**src/sac_pkg.sv**
```systemverilog
`timescale 1ns / 1ps
`default_nettype none

package sac_pkg;

  // Geometry
  localparam int unsigned ADDR_BITS  = 12;
  localparam int unsigned SET_BITS   = 2;
  localparam int unsigned BLOCK_BITS = 2;
  localparam int unsigned WAYS       = 4;
  localparam int unsigned COUNT_BITS = 16;

  localparam int unsigned DATA_W    = 8;
  localparam int unsigned MODE_W    = 2;
  localparam int unsigned CFG_W     = 3;
  localparam int unsigned NSETS     = 1 << SET_BITS;
  localparam int unsigned BLK       = 1 << BLOCK_BITS;
  localparam int unsigned NLINES    = NSETS * WAYS;
  localparam int unsigned MEM_DEPTH = 1 << ADDR_BITS;
  localparam int unsigned LB_DEPTH  = NLINES * BLK;

  localparam int unsigned TAG_BITS = ADDR_BITS - SET_BITS - BLOCK_BITS;
  localparam int unsigned TAG_W    = (TAG_BITS > 0) ? TAG_BITS : 1;
  localparam int unsigned SET_W    = (SET_BITS > 0) ? SET_BITS : 1;
  localparam int unsigned OFF_W    = (BLOCK_BITS > 0) ? BLOCK_BITS : 1;
  localparam int unsigned WAY_W    = (WAYS > 1) ? $clog2(WAYS) : 1;
  localparam int unsigned LINE_W   = (NLINES > 1) ? $clog2(NLINES) : 1;
  localparam int unsigned LB_W     = (LB_DEPTH > 1) ? $clog2(LB_DEPTH) : 1;
  localparam int unsigned FC_W     = BLOCK_BITS + 1;

  typedef logic [ADDR_BITS-1:0]  addr_t;
  typedef logic [DATA_W-1:0]     data_t;
  typedef logic [MODE_W-1:0]     mode_t;
  typedef logic [CFG_W-1:0]      cfg_t;
  typedef logic [TAG_W-1:0]      tag_t;
  typedef logic [SET_W-1:0]      set_t;
  typedef logic [OFF_W-1:0]      off_t;
  typedef logic [WAY_W-1:0]      way_t;
  typedef logic [LINE_W-1:0]     line_t;
  typedef logic [LB_W-1:0]       lb_addr_t;
  typedef logic [COUNT_BITS-1:0] count_t;
  typedef logic [FC_W-1:0]       fc_t;

  // Request modes
  localparam mode_t MODE_READ    = 2'd0;
  localparam mode_t MODE_WRITE   = 2'd1;
  localparam mode_t MODE_PRELOAD = 2'd2;

  localparam cfg_t CFG_RESET = 3'd4;

  // Search unit control and status
  typedef struct packed {
    logic clear;
    logic step;
    way_t way;
  } srch_ctl_t;

  typedef struct packed {
    logic hit;
    way_t hit_way;
    way_t victim;
  } srch_st_t;

  function automatic line_t line_idx(set_t s, way_t w);
    line_t r;
    r = LINE_W'(s) * LINE_W'(WAYS) + LINE_W'(w);
    return r;
  endfunction

  function automatic lb_addr_t lb_idx(line_t l, off_t o);
    lb_addr_t r;
    r = (LB_W'(l) << BLOCK_BITS) | LB_W'(o);
    return r;
  endfunction

endpackage

`default_nettype wire

```
**src/sac_way_search.sv**
```systemverilog
`timescale 1ns / 1ps
`default_nettype none

// One tag compare and one count compare per cycle while step is set, stepped over the ways
module sac_way_search (
  input  wire logic               clk_i,
  input  wire logic               rst_ni,
  input  wire sac_pkg::srch_ctl_t ctl_i,
  input  wire sac_pkg::tag_t      req_tag_i,
  input  wire logic               ent_valid_i,
  input  wire sac_pkg::tag_t      ent_tag_i,
  input  wire sac_pkg::count_t    ent_count_i,
  output sac_pkg::srch_st_t       st_o
);

  logic            hit_q, hit_d;
  logic            inv_q, inv_d;
  sac_pkg::way_t   hit_way_q, hit_way_d;
  sac_pkg::way_t   victim_q, victim_d;
  sac_pkg::count_t best_q, best_d;

  // Running hit flag and replacement candidate
  always_comb begin
    hit_d     = hit_q;
    inv_d     = inv_q;
    hit_way_d = hit_way_q;
    victim_d  = victim_q;
    best_d    = best_q;
    if (ctl_i.clear) begin
      hit_d     = 1'b0;
      inv_d     = 1'b0;
      hit_way_d = '0;
      victim_d  = '0;
      best_d    = '1;
    end else if (ctl_i.step) begin
      if (ent_valid_i && (ent_tag_i == req_tag_i) && !hit_q) begin
        hit_d     = 1'b1;
        hit_way_d = ctl_i.way;
      end
      // first invalid way wins, else strictly lower count
      priority if (!ent_valid_i && !inv_q) begin
        inv_d    = 1'b1;
        victim_d = ctl_i.way;
      end else if (ent_valid_i && !inv_q && (ent_count_i < best_q)) begin
        best_d   = ent_count_i;
        victim_d = ctl_i.way;
      end
    end
  end

  always_ff @(posedge clk_i or negedge rst_ni) begin
    if (!rst_ni) begin
      hit_q     <= 1'b0;
      inv_q     <= 1'b0;
      hit_way_q <= '0;
      victim_q  <= '0;
      best_q    <= '1;
    end else begin
      hit_q     <= hit_d;
      inv_q     <= inv_d;
      hit_way_q <= hit_way_d;
      victim_q  <= victim_d;
      best_q    <= best_d;
    end
  end

  assign st_o.hit     = hit_q;
  assign st_o.hit_way = hit_way_q;
  assign st_o.victim  = victim_q;

endmodule

`default_nettype wire

```
**config.mk**
```make
export PLATFORM = sky130hd
export DESIGN_NAME = sac_way_search
export DESIGN_NICKNAME = d
export VERILOG_FILES = /design/src/sac_pkg.sv /design/src/sac_way_search.sv
export SDC_FILE = /design/constraint.sdc
export NUM_CORES = 1
export LEC_CHECK = 0
export CAP_MARGIN = 0
export CORE_ASPECT_RATIO = 1.2
export CORE_MARGIN = 5
export CORE_UTILIZATION = 60
export CTS_CLUSTER_DIAMETER = 50
export DETAILED_ROUTE_END_ITERATION = 10
export DONT_BUFFER_PORTS = 1
export GPL_TIMING_DRIVEN = 1
export PLACE_DENSITY_LB_ADDON = 0.12
export SYNTH_ARGS = -nofsm -noshare
export SYNTH_HDL_FRONTEND = slang
export SYNTH_SLANG_ARGS = --single-unit
```
**constraint.sdc**
```tcl
create_clock -name clk_i -period 3.3 [get_ports clk_i]
set_clock_uncertainty 0.15 [all_clocks]
set_input_delay 0.33 -clock clk_i [delete_from_list [all_inputs] [get_ports clk_i]]
set_output_delay 0.33 -clock clk_i [all_outputs]
set_load 0.005 [all_outputs]
```
==> impl_metrics.csv <==
group,metric,value,unit
global_routing,grt_first_pass_wirelength,6.13,mm
clock_network,numCtsBuffers,3,
detailed_routing,routed_wl,3.67,mm
logic_synthesis,synth_area,1630,um^2
min_path,holdPathStages,2,
run_status,outcome,"finished, final reports clean",
final_layout,fin_area,1870,um^2
min_path,hold_path.class,"in2reg",
clock_network,cts_buffer_depth,2,
floorplanning,core,2580,um^2
logic_synthesis,ys_async_sr_fraction,100,%
detailed_routing,wl_met1,1.46,mm
clock_network,insertion_delay,310,ps
pwr,p_leak,0.951,nW
clock_network,clock-sinks,22,
floorplanning,fp.dieArea,3870,um^2
floorplanning,die_h,67.1,um
global_routing,grt-ovfl-total,0,
detailed_routing,drt_iter0_markers,16,
logic_synthesis,yosysWarningCount,0,
clock_network,clkTransAtPathRegs,130,ps
logic_synthesis,synth_cell_types,34,
detailed_routing,vias_per_cell,6.07,
final_layout,area_growth_syn_to_layout,14.5,%
run,max_cap_viol_count,0,
sta,tightest_slew,1240,ps
final_layout,final_nets,235,
sta,layout_setup_ws,204,ps
setup_path,crit_fanout,18,
setup_path,crit_type,"reg2reg",
global_routing,grt_pass1_vias,1354,
floorplanning,boundaryPins,44,
detailed_routing,avgRoutedWirePerCell,17.2,um
final_layout,post-route-util,72.5,%
logic_synthesis,syn_nets,218,
detailed_routing,drc_errors,0,
logic_synthesis,ys_seq_elements,22,
setup_path,reg2reg_depth,8,
detailed_routing,topRoutingLayerUsed,"met4",
detailed_routing,dr.pass1.iters,4,
place,placed_cell_area,1650,um^2
floorplanning,rows,20,
logic_synthesis,syn_inst,164,
place,place_inst,191,
clock_network,clock_tree.root_cell,"clkbuf_4",
setup_path,start_kind,"flip-flop",
pwr,ir_worst_vdd,0.000244,V
setup_path,worstPathArrival,3170,ps
setup_path,crit_path_start,"best_q[13]$_DFFE_PN1P_",
detailed_routing,dr_wl_met2,1.89,mm
setup_path,required,3370,ps
floorplanning,initial_core_util,63.3,%
sta,fmax,323,MHz
logic_synthesis,avgSynthCellArea,9.95,um^2
final_layout,stdcell_count,213,
logic_synthesis,synth_edf_count,0,
min_path,min-delay-start,"ent_count_i[12]",
clock_network,cts_tree,"yes",
sta,fin_crit,3100,ps
sta,relSlewSlack,17.0,%
place,place.gp.congestion,0.762,
final_layout,drive_above_1_share,22.8,%
pwr,power_per_cell_area,332,nW/um^2
place,port_buffers,0,
setup_path,end_kind,"flip-flop",
final_layout,nFillCells,190,
global_routing,track_usage,20.4,%
clock_network,cts_max_level,1,
global_routing,grt_max_degree,23,
final_layout,diodes,0,
global_routing,grt_antenna_before_repair,0,
detailed_routing,ant_nets,0,
sta,slew_viol_final,0,
place,pre_cts_ws,234,ps
logic_synthesis,synthFlopType,"dfstp_2",
place,dp_hpwl,2.64,mm
detailed_routing,vias,1293,
floorplanning,die-width,57.6,um
sta,hold_viol_final,0,
logic_synthesis,ys_seq_area_share,35.0,%
detailed_routing,wl_met3,280,um
sta,fin_crit_sh,93.8,%
sta,setup_violations,0,
clock_network,cts_resized,0,
setup_path,worstReg2RegStart,"best_q[13]$_DFFE_PN1P_",
-- power by group --
part	switching, mW	total, mW	leakage [nW]	internal [mW]
combinational	0.0806	0.156	0.679	0.0755
clock	0.0867	0.154	0.0210	0.0674
sequential	0.0112	0.311	0.251	0.299
total	0.178	0.621	0.951	0.442
-- cells by family after synthesis --
kind of cell | count (synthesis) | share of synthesized area [%]
AND/OR/NAND/NOR | 23 | 8.51
XOR/XNOR | 8 | 4.29
buffers and inverters | 45 | 11.2
AO/OA/AOI/OAI | 47 | 27.1
adder cells (fa/ha/maj) | 15 | 11.5
multiplexers | 4 | 2.45
flip-flops | 22 | 35.0
-- timing repair --
action	in CTS	in global routing
buffers inserted	0	0
hold buffers	17	1
hold endpoints to repair	41	1
setup endpoints to repair	0	0
-- per-stage QoR --
step | TNS [ps] | power [mW] | hold WS [ps]
6_report | 0 | 0.621 | 5.25
5_1_grt | -31.2 | 0.655 | 8.08
4_1_cts | 0 | 0.622 | 1.52
3_5_place_dp | 0 | 0.448 | -115
3_3_place_gp | 0 | 0.442 | -115
2_1_floorplan | 0 | 0.426 | -116
-- worst max-delay path, cell delays in order (launching register included) --
cell and delay (ps):
dfstp_2 550, inv_1 40, ha_1 280, a21o_1 110, a21oi_1 60, nor2b_1 940
or4_1 520, buf_4 260, o211ai_2 90
-- cells in the final DEF, fill, tap and decap left out, types with 2 or more instances in the layout --
cell type,count
nor2_1,3
o41ai_1,16
xor2_1,8
o211ai_1,6
dfstp_2,16
dfrtp_1,6
inv_1,35
ha_1,15
nand4_1,3
o211ai_2,10
clkbuf_4,3
nand3_1,2
dlygate4sd3_1,18
a21oi_1,6
nor3_1,2
a21o_1,2
nand2_1,6
buf_4,4
mux2i_1,4
-- state kept, by name, indices dropped and copies added, names as in the netlist --
name	cells
victim_q	2
best_q	16
inv_q	1
hit_way_q	2
hit_q	1
-- cells in the mapped netlist (2+ instances only) --
library cell,n,area share [%]
inv_1,35,8.1
dfstp_2,16,26
o41ai_1,16,8.6
ha_1,15,12
o211ai_2,10,7.7
xor2_1,8,4.3
a21oi_1,6,1.8
clkbuf_1,6,1.4
dfrtp_1,6,9.2
nand2_1,6,1.4
o211ai_1,6,2.8
mux2i_1,4,2.5
nand4_1,3,1.2
nor2_1,3,0.69
a21o_1,2,0.92
buf_2,2,0.61
nand3_1,2,0.61
nor3_1,2,0.61
-- cell type report --
class	count	area, um^2	area share (%)
flip-flops and latches	22	571	30.5
inverters	35	131	7.03
multi-input cells	97	878	47.0
repair buffers	22	210	11.3
clock buffers	4	36.3	1.94
well taps	33	41.3	2.21
-- path summary, 6_finish.rpt --
path                                            endpoint  slack (ps)
worst max-delay path               best_q[2]$_DFFE_PN1P_         200
worst min-delay path              best_q[12]$_DFFE_PN1P_           5
worst max register to register     best_q[2]$_DFFE_PN1P_         200
worst min register to register     best_q[3]$_DFFE_PN1P_         370
max in group asynchronous       hit_way_q[0]$_DFFE_PN0P_        1930
min in group asynchronous        victim_q[0]$_DFFE_PN0P_         470
-- per-layer routing --
| metal | up-vias | GRT usage, % |
|---|---|---|
| met4 | 0 | 5.80 |
| li1 | 621 | - |
| met2 | 50 | 37.7 |
| met1 | 616 | 23.5 |
| met5 | - | 0 |
| met3 | 6 | 4.07 |
(Power assumes the default switching activity.)
