## src/sac_ram.sv

```systemverilog
`timescale 1ns / 1ps
`default_nettype none

module sac_ram #(
  parameter int unsigned WIDTH = 8,
  parameter int unsigned DEPTH = 16,
  parameter int unsigned AW    = (DEPTH > 1) ? $clog2(DEPTH) : 1
) (
  input  wire logic             clk_i,
  input  wire logic             we_i,
  input  wire logic [AW-1:0]    addr_i,
  input  wire logic [WIDTH-1:0] wdata_i,
  output logic      [WIDTH-1:0] rdata_o
);

  logic [WIDTH-1:0] mem_q [DEPTH];

  // Single port, registered read
  always_ff @(posedge clk_i) begin
    if (we_i) begin
      mem_q[addr_i] <= wdata_i;
    end
    rdata_o <= mem_q[addr_i];
  end

endmodule

`default_nettype wire

```

## config.mk

```make
export PLATFORM = sky130hd
export DESIGN_NAME = sac_ram
export DESIGN_NICKNAME = d
export VERILOG_FILES = /design/src/sac_ram.sv
export SDC_FILE = /design/constraint.sdc
export NUM_CORES = 1
export LEC_CHECK = 0
export ABC_AREA = 1
export BUFFER_PORTS_ARGS = -buffer_cell sky130_fd_sc_hd__buf_4
export CAP_MARGIN = 10
export CORE_MARGIN = 2
export CORE_UTILIZATION = 30
export CTS_CLUSTER_DIAMETER = 60
export DETAILED_ROUTE_END_ITERATION = 16
export PLACE_DENSITY = 0.55
export SYNTH_ARGS = -nofsm -noshare
export SYNTH_HDL_FRONTEND = slang
export SYNTH_SLANG_ARGS = --single-unit
```

## constraint.sdc

```tcl
create_clock -name clk_i -period 3.9 [get_ports clk_i]
set_input_delay 0.585 -clock clk_i [delete_from_list [all_inputs] [get_ports clk_i]]
set_output_delay 0.585 -clock clk_i [all_outputs]
set_load 0.01 [all_outputs]
```

==> results of run 1 <==
[cells in the mapped netlist, drive strengths merged]
cell    number  share of area
inv         22          0.015
nand3        4         0.0036
buf         18          0.019
clkinv       1        0.00067
clkbuf       3         0.0020
nand2      346           0.23
nor2        18          0.012
edfxtp     128           0.69
dfxtp        8          0.029
[worst max path at each step]
stage	cells past startpoint	end	from	slack [ns]
floorplan	4	mem_q[3][0]	addr_i[1]	1.94
global placement	4	mem_q[8][1]	addr_i[0]	1.11
detailed placement	4	mem_q[8][1]	addr_i[0]	1.05
CTS	4	mem_q[8][3]	addr_i[0]	1.49
global route	4	mem_q[8][3]	addr_i[0]	1.24
finish	4	mem_q[2][0]	addr_i[0]	1.58
[cells by family after synthesis]
group                  Yosys count
buffers and inverters           44
and+or+nand+nor                368
DFF                            136
[sequential cells by signal, indices dropped and copies added, names as in the netlist]
signal   count
mem_q      128
rdata_o      8
[metrics by stage]
step | util | instance area, um^2
2_1_floorplan | - | 5590
3_3_place_gp | 0.327 | 5940
3_5_place_dp | 0.327 | 5940
4_1_cts | 0.358 | 6500
5_1_grt | 0.358 | 6500
6_report | 0.358 | 6500
[worst register-to-register path, stage by stage (launching register included)]
cell and delay (ns):
edfxtp_1 0.38, nand2_1 0.09, nand2_1 0.07, nand2_1 0.06, nand2_1 0.07, nand2_1 0.06, nand2_1 0.10, inv_1 0.06
nand2_1 0.05
[layer usage]
layer  share of wire  GRT usage  vias up  wire [um]
met5               0          0        -          0
met4           0.030     0.0753        0        363
met3           0.047     0.0441       27        565
met2            0.47      0.209       78       5680
met1            0.45      0.156     1656       5470
li1                -          -     1793          -
[report_power, final]
part / switching [W] / leakage, nW / internal, W / total [W]
Clock: 0.000568 / 0.277 / 0.000967 / 0.00154
Sequential: 0.00000876 / 1.22 / 0.00163 / 0.00164
Combinational: 0.000139 / 1.23 / 0.0000579 / 0.000197
[layout make-up]
| type | count | area, um^2 |
|---|---|---|
| clock buffer | 23 | 468 |
| tap | 229 | 287 |
| fill | 1819 | 11600 |
| multi-input combinational | 368 | 1390 |
| inverter | 23 | 86.3 |
| clock inverter | 9 | 100 |
| sequential | 136 | 4000 |
| timing repair buffer | 23 | 173 |
==> metrics.md, run 1 <==
| Metric | Value |
|---|---|
| Unrepaired setup endpoints after global routing | `no` |
| Clock Latency Late Sink | `roughly 0.42 ns` |
| Die height | `around 140 um` |
| Final min period | `between 2 and 2.5 ns` |
| Hold buffers post-CTS | `0` |
| Delay-heaviest family, CP | `simple AND/OR/NAND/NOR gates` |
| Residual DRC count | `0` |
| Clock Skews | `about 0.0052 ns` |
| Largest net degree at the start of global routing | `68` |
| Post-Synthesis Net Count | `between 500 and 600` |
| Core Rows | `49` |
| Drt first pass iters | `4` |
| Mux cell area share after synthesis | `0` |
| WP buf/inv | `2` |
| Die width | `roughly 140 um` |
| Max stage delay on crit path | `approximately 0.63 ns` |
| Hold_sp | `wdata_i[7]` |
| Most frequent cells in the layout | `nand2_1 (346), edfxtp_1 (128), buf_4 (23)` |
| Worst Max-Slew Pin Slew | `0.864 ns` |
| Buffers on Ports | `21` |
| Dpl ws | `between 1 and 1.5 ns` |
| #FFs+latches synth | `~140` |
| Clk pin slew, worst setup/hold paths | `0.05 ns` |
| Worst r2r dst | `rdata_o[7]` |
| Hold path depth | `1` |
| GPL Wtd Cong | `approximately 0.77` |
| DP HPWL | `roughly 7.4 mm` |
| Worst EP required | `about 4 ns` |
| Share of layout cells above drive strength 1 | `0.0893` |
| CP startpoint kind | `primary input` |
| Total Wirelength | `~12 mm` |
| Status | `completed` |
| CP Class | `primary input to flip-flop` |
| Remaining global-route overflow | `0` |
| DR iter-0 viols | `approximately 260` |
| Reg-to-reg startpoint | `mem_q[5][7]` |
| CTS tree | `built` |
| CTS sink count | `roughly 140` |
| Crit share post-route | `0.595` |
| First-pass GRT wire length | `18.9 mm` |
| CTS Buf Count | `17` |
| Most common cell after layout, fill and taps aside | `nand2_1` |
| Vias per cell | `roughly 4.4` |
| Area delta synth->final | `16.3%` |
| Final nets | `between 500 and 600` |
| Resized Gates After CTS | `0` |
| Leak | `between 2 and 3 nW` |
| WP data arrival | `roughly 2.4 ns` |
| Fmax | `about 430 MHz` |
| Simple-gate share of the synthesized area | `0.248` |
| XOR/XNOR Fraction of Synth Area | `0` |
| Power, Total | `about 0.0034 W` |
| Worst Hold Class | `primary input to flip-flop` |
| Yosys Warn Count | `0` |
| Inst Count DP | `779` |
| Core area | `approximately 18000 um^2` |
| Worst Reg2Reg Path Length in Cells | `8` |
| Mapped Area | `5590 um^2` |
| Maximum vdd drop | `between 0.0003 and 0.0004 V` |
| CP Max Fanout | `between 60 and 70` |
| R2r setup slk | `approximately 2.8 ns` |
| IO Pins | `22` |
| Starting density of the core | `0.308` |
| Setup crit end kind | `flip-flop` |
| Final cell count without fillers | `roughly 810` |
| Maximum clock path buffer count | `2` |
| Final TNS setup | `0 ns` |
| Htree depth | `4` |
| Final ANT Viol Nets | `0` |
| Antenna violations before repair | `0` |
| Crit path cell chain | `buf_4 -> inv_2 -> nand3_1 -> nor2_1` |
| Crit path max-delay cell type | `nor2_1` |
| Adder-cell share of the synthesized area | `0` |
| Vias | `3554` |
| Syn_area_per_cell | `roughly 10 um^2` |
| Setup-failing EPs final | `0` |
| Hold Path Sink | `mem_q[5][7]` |
| Slew Limit Fails | `0` |
| Max-cap violation count | `0` |
| Max transition margin | `0.422` |
| Seq/Total Area, Yosys | `0.716` |
| Largest family of logic cells by synthesized area | `simple AND/OR/NAND/NOR gates` |
| GR Util All Layers | `0.131` |
| Hold WS | `slightly above 0.5 ns` |
| Syn Inst Count | `548` |
| Synth cell types | `11` |
| Die area | `~20000 um^2` |
| Power Density | `519 nW/um^2` |
| Post-synthesis compound-gate area fraction | `0` |
| WL/cell | `between 10 and 15 um` |
| Final hold violations | `0` |
| Postcts setup bufs | `0` |
| Vias in the first global route | `between 3000 and 4000` |
| Clock root buffer | `clkbuf_16` |
| Worst Slack Setup Final | `around 1.6 ns` |
| Inserted Diodes | `0` |
Note: power is estimated with default switching activity, not from simulation.
==> inputs of run 2 (changes only) <==
--- a/config.mk
+++ b/config.mk
@@ -5,14 +5,14 @@
 export SDC_FILE = /design/constraint.sdc
 export NUM_CORES = 1
 export LEC_CHECK = 0
-export ABC_AREA = 1
+export ABC_AREA = 0
 export BUFFER_PORTS_ARGS = -buffer_cell sky130_fd_sc_hd__buf_4
 export CAP_MARGIN = 10
 export CORE_MARGIN = 2
 export CORE_UTILIZATION = 30
 export CTS_CLUSTER_DIAMETER = 60
 export DETAILED_ROUTE_END_ITERATION = 16
-export PLACE_DENSITY = 0.55
+export PLACE_DENSITY = 0.56
 export SYNTH_ARGS = -nofsm -noshare
 export SYNTH_HDL_FRONTEND = slang
 export SYNTH_SLANG_ARGS = --single-unit
==> constraint.sdc (replaced) <==
create_clock -name clk_i -period 2.1 [get_ports clk_i]
set_input_delay 0.315 -clock clk_i [delete_from_list [all_inputs] [get_ports clk_i]]
set_output_delay 0.315 -clock clk_i [all_outputs]
set_load 0.01 [all_outputs]
==> run 2 against run 1 <==
Final area decreased by 3.5%. Core utilization grew 2.1 points. Worst setup slack got worse by 0.85 ns. Synthesized cell count down 58%. Register-to-register slack worse by 2.1 ns. Sequential power increased by 86%.
==> metrics.md, run 2 <==
| Metric | Value |
|---|---|
| Drt first pass iters | `4 (unchanged)` |
| CP Max Fanout | `1 (-99%)` |
| Postcts setup bufs | `0 (unchanged)` |
| Maximum clock path buffer count | `2 (unchanged)` |
| Worst EP required | `2.38 ns (-1.57 ns)` |
| CTS tree | `built` |
| Clock Latency Late Sink | `0.42 ns (about the same)` |
| Fmax | `approximately 730 MHz` |
| Crit path max-delay cell type | `mux4_2` |
| First-pass GRT wire length | `15.9 mm (-16%)` |
| IO Pins | `22 (unchanged)` |
| Leak | `2.07 nW (-24%)` |
| Buffers on Ports | `21 (unchanged)` |
| Die height | `134 um (-4.7%)` |
| Final min period | `about 1.4 ns` |
| Max FFs per register | `128 (unchanged)` |
| Most frequent cells in the layout | `edfxtp_1 (128), buf_4 (44), mux4_2 (32)` |
| Unrepaired setup endpoints after global routing | `no` |
| #FFs+latches synth | `136 (unchanged)` |
| Hold path depth | `1 (unchanged)` |
| Area delta synth->final | `23.9%` |
| Worst Reg2Reg Path Length in Cells | `3 (-5)` |
| Post-synth top cells | `edfxtp_1 (128), mux4_2 (32), a22oi_1 (16), nor2_1 (13), nand2_1 (9)` |
| Setup crit end kind | `flip-flop` |
| Slew Limit Fails | `0 (unchanged)` |
| Die width | `134 um (-4.7%)` |
| Top FF cell, synth | `edfxtp_1` |
| Clock root buffer | `clkbuf_16` |
| Synth cell types | `18 (+7)` |
| Syn_area_per_cell | `22.0 um^2 (+120%)` |
| Worst r2r dst | `rdata_o[3]` |
| CTS sink count | `136 (unchanged)` |
| Crit path cell chain | `mux4_2 -> a22oi_1 -> nand2_1` |
| Power Density | `1040 nW/um^2 (+100%)` |
| Count leader, synth | `edfxtp_1` |
| Final TNS setup | `0 ns (unchanged)` |
| Residual DRC count | `0 (unchanged)` |
| Htree depth | `4 (unchanged)` |
| Clk pin slew, worst setup/hold paths | `0.06 ns (about the same)` |
| Fillcell total | `1469 (-19%)` |
| Total Wirelength | `10.4 mm (-14%)` |
| DR iter-0 viols | `195 (-26%)` |
| Largest net degree at the start of global routing | `20 (-71%)` |
| Syn Inst Count | `230 (-58%)` |
| Hold WS | `0.212 ns (-0.303 ns)` |
| CP Class | `flip-flop to flip-flop` |
| Hold Path Sink | `mem_q[9][2]` |
| Mapped Area | `5070 um^2 (-9.4%)` |
| Crit share post-route | `0.654` |
| Largest cells by area after synthesis | `edfxtp_1 (76%), mux4_2 (14%), dfxtp_1 (3.2%)` |
| Maximum vdd drop | `0.000571 V (+75%)` |
| Largest reg by FF count | `mem_q` |
| Clock Skews | `0.00486 ns (-0.000340 ns)` |
| Max-cap violation count | `0 (unchanged)` |
| Reg-to-reg startpoint | `mem_q[9][3]` |
| Max transition margin | `0.408 (-0.0139)` |
| GPL Wtd Cong | `0.758 (-1.3%)` |
| Yosys top cell by area | `edfxtp_1` |
| CP startpoint kind | `flip-flop` |
| CTS Buf Count | `17 (unchanged)` |
| Vias | `2396 (-33%)` |
| Top Registers | `mem_q x128, rdata_o x8` |
| Worst Max-Slew Pin Slew | `0.885 ns (+0.0207 ns)` |
| Antenna violations before repair | `0 (unchanged)` |
| Hold_sp | `wdata_i[2]` |
| Vias in the first global route | `2486 (-28%)` |
| Setup-failing EPs final | `0 (unchanged)` |
| Final hold violations | `0 (unchanged)` |
| Seq/Total Area, Yosys | `0.790 (+0.0742)` |
| Hold buffers post-CTS | `0 (unchanged)` |
| Most common cell after layout, fill and taps aside | `edfxtp_1` |
| DP HPWL | `6.72 mm (-8.7%)` |
| R2r setup slk | `0.73 ns (-2.10 ns)` |
| Starting density of the core | `0.307 (-0.00154)` |
| WP data arrival | `1.65 ns (-0.72 ns)` |
| Vias per cell | `4.64 (+6.0%)` |
| Remaining global-route overflow | `0 (unchanged)` |
| Post-Synthesis Net Count | `244 (-57%)` |
| EDFF count, synth | `128 (unchanged)` |
| Die area | `17900 um^2 (-9.1%)` |
| Async SR Flop Fraction | `0 (unchanged)` |
| Final ANT Viol Nets | `0 (unchanged)` |
| Share of layout cells above drive strength 1 | `0.365 (+0.276)` |
| Synth top area share | `0.759 (+0.0713)` |
| Yosys Warn Count | `0 (unchanged)` |
| Final nets | `297 (-49%)` |
| GR Util All Layers | `0.126 (-0.00534)` |
| Max stage delay on crit path | `0.47 ns (-0.16 ns)` |
| Status | `completed` |
| WL/cell | `20.1 um (+35%)` |
| Power, Total | `0.00655 W (+94%)` |
| Core Rows | `47 (-4.1%)` |
| Core area | `16500 um^2 (-8.9%)` |
| Worst Hold Class | `primary input to flip-flop` |
| Resized Gates After CTS | `0 (unchanged)` |
| Inserted Diodes | `0 (unchanged)` |
run 2: changes by cell type after synthesis, moves of 3 or more:
cell / before / now
mux4_2: 0 / 32
inv_1: 21 / 0
nand3_1: 4 / 1
buf_1: 0 / 4
nor3_1: 0 / 4
a22oi_1: 0 / 16
nand2_1: 346 / 9
buf_4: 6 / 0
nor2_1: 18 / 13
buf_2: 12 / 2
run 2: area by class of cell:
| cell class | count | area, um^2 | share of cell area |
|---|---|---|---|
| sequential | 136 | 4000 | 0.638 |
| multi-input combinational | 83 | 1000 | 0.160 |
| clock buffer | 19 | 443 | 0.0706 |
| timing repair buffer | 45 | 350 | 0.0558 |
| tap | 220 | 275 | 0.0439 |
| clock inverter | 13 | 201 | 0.0321 |
run 2: through the flow:
step	instance area, um^2	setup WS (ns)	utilization	std cells
after floorplan	5070	0.292	-	230
after global placement	5630	0.358	0.341	484
after detailed placement	5630	0.322	0.341	484
after CTS	6280	0.720	0.380	516
after global routing	6280	0.652	0.380	516
final	6280	0.727	0.380	516
run 2: metal layers:
metal | share of wire | vias to the layer above | global-route usage
met2 | 0.47 | 48 | 0.187
li1 | - | 1068 | -
met4 | 0.013 | 0 | 0.0372
met5 | 0 | - | 0
met1 | 0.48 | 1264 | 0.177
met3 | 0.040 | 16 | 0.0416
run 2: worst max-delay path by stage:
stage	from	endpoint	cells after the start
2_1_floorplan	addr_i[2]	mem_q[0][0]	2
3_3_place_gp	addr_i[2]	mem_q[9][2]	3
6_report	mem_q[9][3]	rdata_o[3]	3
3_5_place_dp	addr_i[2]	mem_q[9][2]	3
5_1_grt	addr_i[2]	mem_q[9][7]	3
4_1_cts	mem_q[3][5]	rdata_o[5]	3
run 2: cells by family (layout without fill, tap and decap cells):
| family | count (synthesis) | count (layout) | share of synthesized area |
|---|---|---|---|
| AO/OA/AOI/OAI | 16 | 16 | 0.0237 |
| AND/OR/NAND/NOR | 35 | 35 | 0.0321 |
| multiplexers | 32 | 32 | 0.142 |
| flip-flops | 136 | 136 | 0.790 |
| buffers and inverters | 11 | 77 | 0.0119 |
run 2: critical path: cells and delay by family, from the launching register on:
family	cells	cell delay, ns
AO/OA/AOI/OAI	1	0.25
flip-flops	1	0.37
multiplexers	1	0.47
AND/OR/NAND/NOR	1	0.14
run 2: report_power, final:
group	internal (W)	leakage, nW	switching, W
combinational	0.000143	0.541	0.000173
sequential	0.00304	1.22	0.0000157
clock	0.00213	0.310	0.00106
==> inputs of run 3 (changes only) <==
==> constraint.sdc (replaced) <==
create_clock -name clk_i -period 1.24 [get_ports clk_i]
set_input_delay 0.186 -clock clk_i [delete_from_list [all_inputs] [get_ports clk_i]]
set_output_delay 0.186 -clock clk_i [all_outputs]
set_load 0.01 [all_outputs]
==> run 3 against run 2 <==
Final cell count rose by 1.4%. The run now ends with setup timing left. Largest cell class unchanged. Register-to-register slack got worse by 0.74 ns. Critical path depth did not move. Critical endpoint is now rdata_o[7]. Core utilization rose by 2.2 points.
==> metrics.md, run 3 (synthesized netlist as in run 2, its figures left out) <==
| Metric | Value |
|---|---|
| Status | `finished, violations left` |
| Failing checks | `setup timing` |
| DP HPWL | `7.01 mm (+4.3%)` |
| Max transition margin | `0.352 (-0.0556)` |
| Antenna violations before repair | `0 (unchanged)` |
| Crit path cell chain | `mux4_2 -> a22oi_2 -> nand2_1` |
| CP Class | `flip-flop to flip-flop` |
| Area delta synth->final | `30.9%` |
| WL/cell | `19.3 um (-3.6%)` |
| CP startpoint kind | `flip-flop` |
| Worst Slack Setup Final | `-0.0147 ns (-0.742 ns)` |
| Most frequent cells in the layout | `edfxtp_1 (128), buf_4 (37), mux4_2 (32)` |
| Vias | `2393 (-0.13%)` |
| Die area | `17900 um^2 (unchanged)` |
| Crit share post-route | `1.01 (+0.358)` |
| Delay-heaviest family, CP | `multiplexers` |
| Clock Power Share | `0.458 (-0.028)` |
| Worst setup path end | `rdata_o[7]` |
| GR Util All Layers | `0.126 (-0.000306)` |
| Reg-to-reg startpoint | `mem_q[3][7]` |
| Max FFs per register | `128 (unchanged)` |
| Worst EP required | `1.53 ns (-0.85 ns)` |
| Final TNS setup | `-0.0147 ns (-0.0147 ns)` |
| Final Util | `0.401 (+0.0216)` |
| Final ANT Viol Nets | `0 (unchanged)` |
| Clock root buffer | `clkbuf_16` |
| Die width | `134 um (unchanged)` |
| Fmax | `797 MHz (+9.4%)` |
| WP buf/inv | `0 (unchanged)` |
| Setup-failing EPs final | `1 (+1)` |
| WP data arrival | `1.55 ns (-0.10 ns)` |
| Core Rows | `47 (unchanged)` |
| Die height | `134 um (unchanged)` |
| Largest net degree at the start of global routing | `17 (-15%)` |
| Pint | `0.00863 W (+63%)` |
| Final min period | `1.25 ns (-0.118 ns)` |
| Max-cap violation count | `0 (unchanged)` |
| CP startpoint | `mem_q[3][7]` |
| Critical path depth | `3 (unchanged)` |
| Inst Count DP | `491 (+1.4%)` |
| First-pass GRT wire length | `16.0 mm (+1.0%)` |
| Max stage delay on crit path | `0.49 ns (+0.02 ns)` |
| Starting density of the core | `0.307 (unchanged)` |
| Top Registers | `mem_q x128, rdata_o x8` |
| Share of layout cells above drive strength 1 | `0.469 (+0.104)` |
| Total Wirelength | `10.1 mm (-2.3%)` |
| R2r setup slk | `-0.01 ns (-0.74 ns)` |
| Vias per cell | `4.58 (-1.5%)` |
| Remaining global-route overflow | `0 (unchanged)` |
| Power Density | `1620 nW/um^2 (+55%)` |
| Core area | `16500 um^2 (unchanged)` |
| Clk pin slew, worst setup/hold paths | `0.05 ns (about the same)` |
| Vias in the first global route | `2661 (+7.0%)` |
| Leak | `2.15 nW (+3.6%)` |
| Htree depth | `4 (unchanged)` |
| Inserted Diodes | `0 (unchanged)` |
| CTS Buf Count | `17 (unchanged)` |
| Worst Hold Class | `primary input to flip-flop` |
| GPL Wtd Cong | `0.744 (-1.9%)` |
| Worst Reg2Reg Path Length in Cells | `3 (unchanged)` |
| Fillcell total | `1453 (-1.1%)` |
| DR iter-0 viols | `193 (-1.0%)` |
| IO Pins | `22 (unchanged)` |
| Final cell count without fillers | `523 (+1.4%)` |
| CP Max Fanout | `1 (unchanged)` |
| NetSw | `0.00209 W (+68%)` |
| Switching Share | `0.195 (+0.00456)` |
| Slew Limit Fails | `0 (unchanged)` |
| Clock Skews | `0.00538 ns (+0.000513 ns)` |
| Unrepaired setup endpoints after global routing | `yes` |
| Drt first pass iters | `5 (+1)` |
| Setup crit end kind | `flip-flop` |
| Sequential Power Share | `0.483 (+0.017)` |
| Buffers on Ports | `21 (unchanged)` |
| Final nets | `304 (+2.4%)` |
| Logic gate share of total power | `0.059 (+0.011)` |
| Worst Max-Slew Pin Slew | `0.970 ns (+0.0847 ns)` |
| Clock Latency Late Sink | `0.41 ns (about the same)` |
| Worst r2r dst | `rdata_o[7]` |
| Most common cell after layout, fill and taps aside | `edfxtp_1` |
| Maximum clock path buffer count | `2 (unchanged)` |
| Crit path max-delay cell type | `mux4_2` |
| Hold WS | `0.0745 ns (-0.138 ns)` |
| Final hold violations | `0 (unchanged)` |
| Largest reg by FF count | `mem_q` |
| Hold buffers post-CTS | `0 (unchanged)` |
| Maximum vdd drop | `0.000985 V (+73%)` |
| CTS tree | `built` |
| Residual DRC count | `0 (unchanged)` |
| CTS sink count | `136 (unchanged)` |
run 3: final cells by class:
class                           instances  area (um^2)  area share
Tap cell                              220          275      0.0415
Clock inverter                         10          126      0.0190
Timing Repair Buffer                   52          578      0.0871
Sequential cell                       136         4000       0.604
Multi-Input combinational cell         83         1200       0.180
Clock buffer                           22          454      0.0685
run 3: timing repair:
action,4_1_cts,5_1_grt
gates resized for setup,7,4
pin swaps,7,4
setup buffers,0,0
endpoints found under the setup margin,7,8
run 3: how the worst min path moves through the flow:
stage	to	slack, ns	from	depth (start not counted)
after floorplan	mem_q[0][0]	0.28	wdata_i[0]	0
after global placement	mem_q[8][6]	0.49	wdata_i[6]	1
after detailed placement	mem_q[8][6]	0.50	wdata_i[6]	1
after CTS	mem_q[9][6]	0.07	wdata_i[6]	1
after global routing	mem_q[8][6]	0.07	wdata_i[6]	1
final	mem_q[9][6]	0.07	wdata_i[6]	1
run 3: power groups by stage:
stage	Clock, W	Sequential (W)	Combinational (W)
final	0.00491	0.00517	0.000636
after CTS	0.00500	0.00518	0.000646
after floorplan	0	0.00527	0.000314
after global placement	0	0.00527	0.000618
after global routing	0.00519	0.00518	0.000695
after detailed placement	0	0.00527	0.000630
run 3: per-stage QoR:
step	setup slack, ns	power, W	cell area [um^2]
finish	-0.0147	0.0107	6630
global route	-0.0815	0.0111	6630
CTS	-0.0260	0.0108	6610
detailed placement	-0.333	0.00590	6000
global placement	-0.336	0.00588	6000
floorplan	-0.0847	0.00559	5240
run 3: layer usage:
| layer | part of all wire | routed length (um) | track usage |
|---|---|---|---|
| met3 | 0.046 | 468 | 0.0446 |
| met2 | 0.50 | 5100 | 0.204 |
| met5 | 0 | 0 | 0 |
| met4 | 0.013 | 131 | 0.0431 |
| met1 | 0.44 | 4420 | 0.157 |
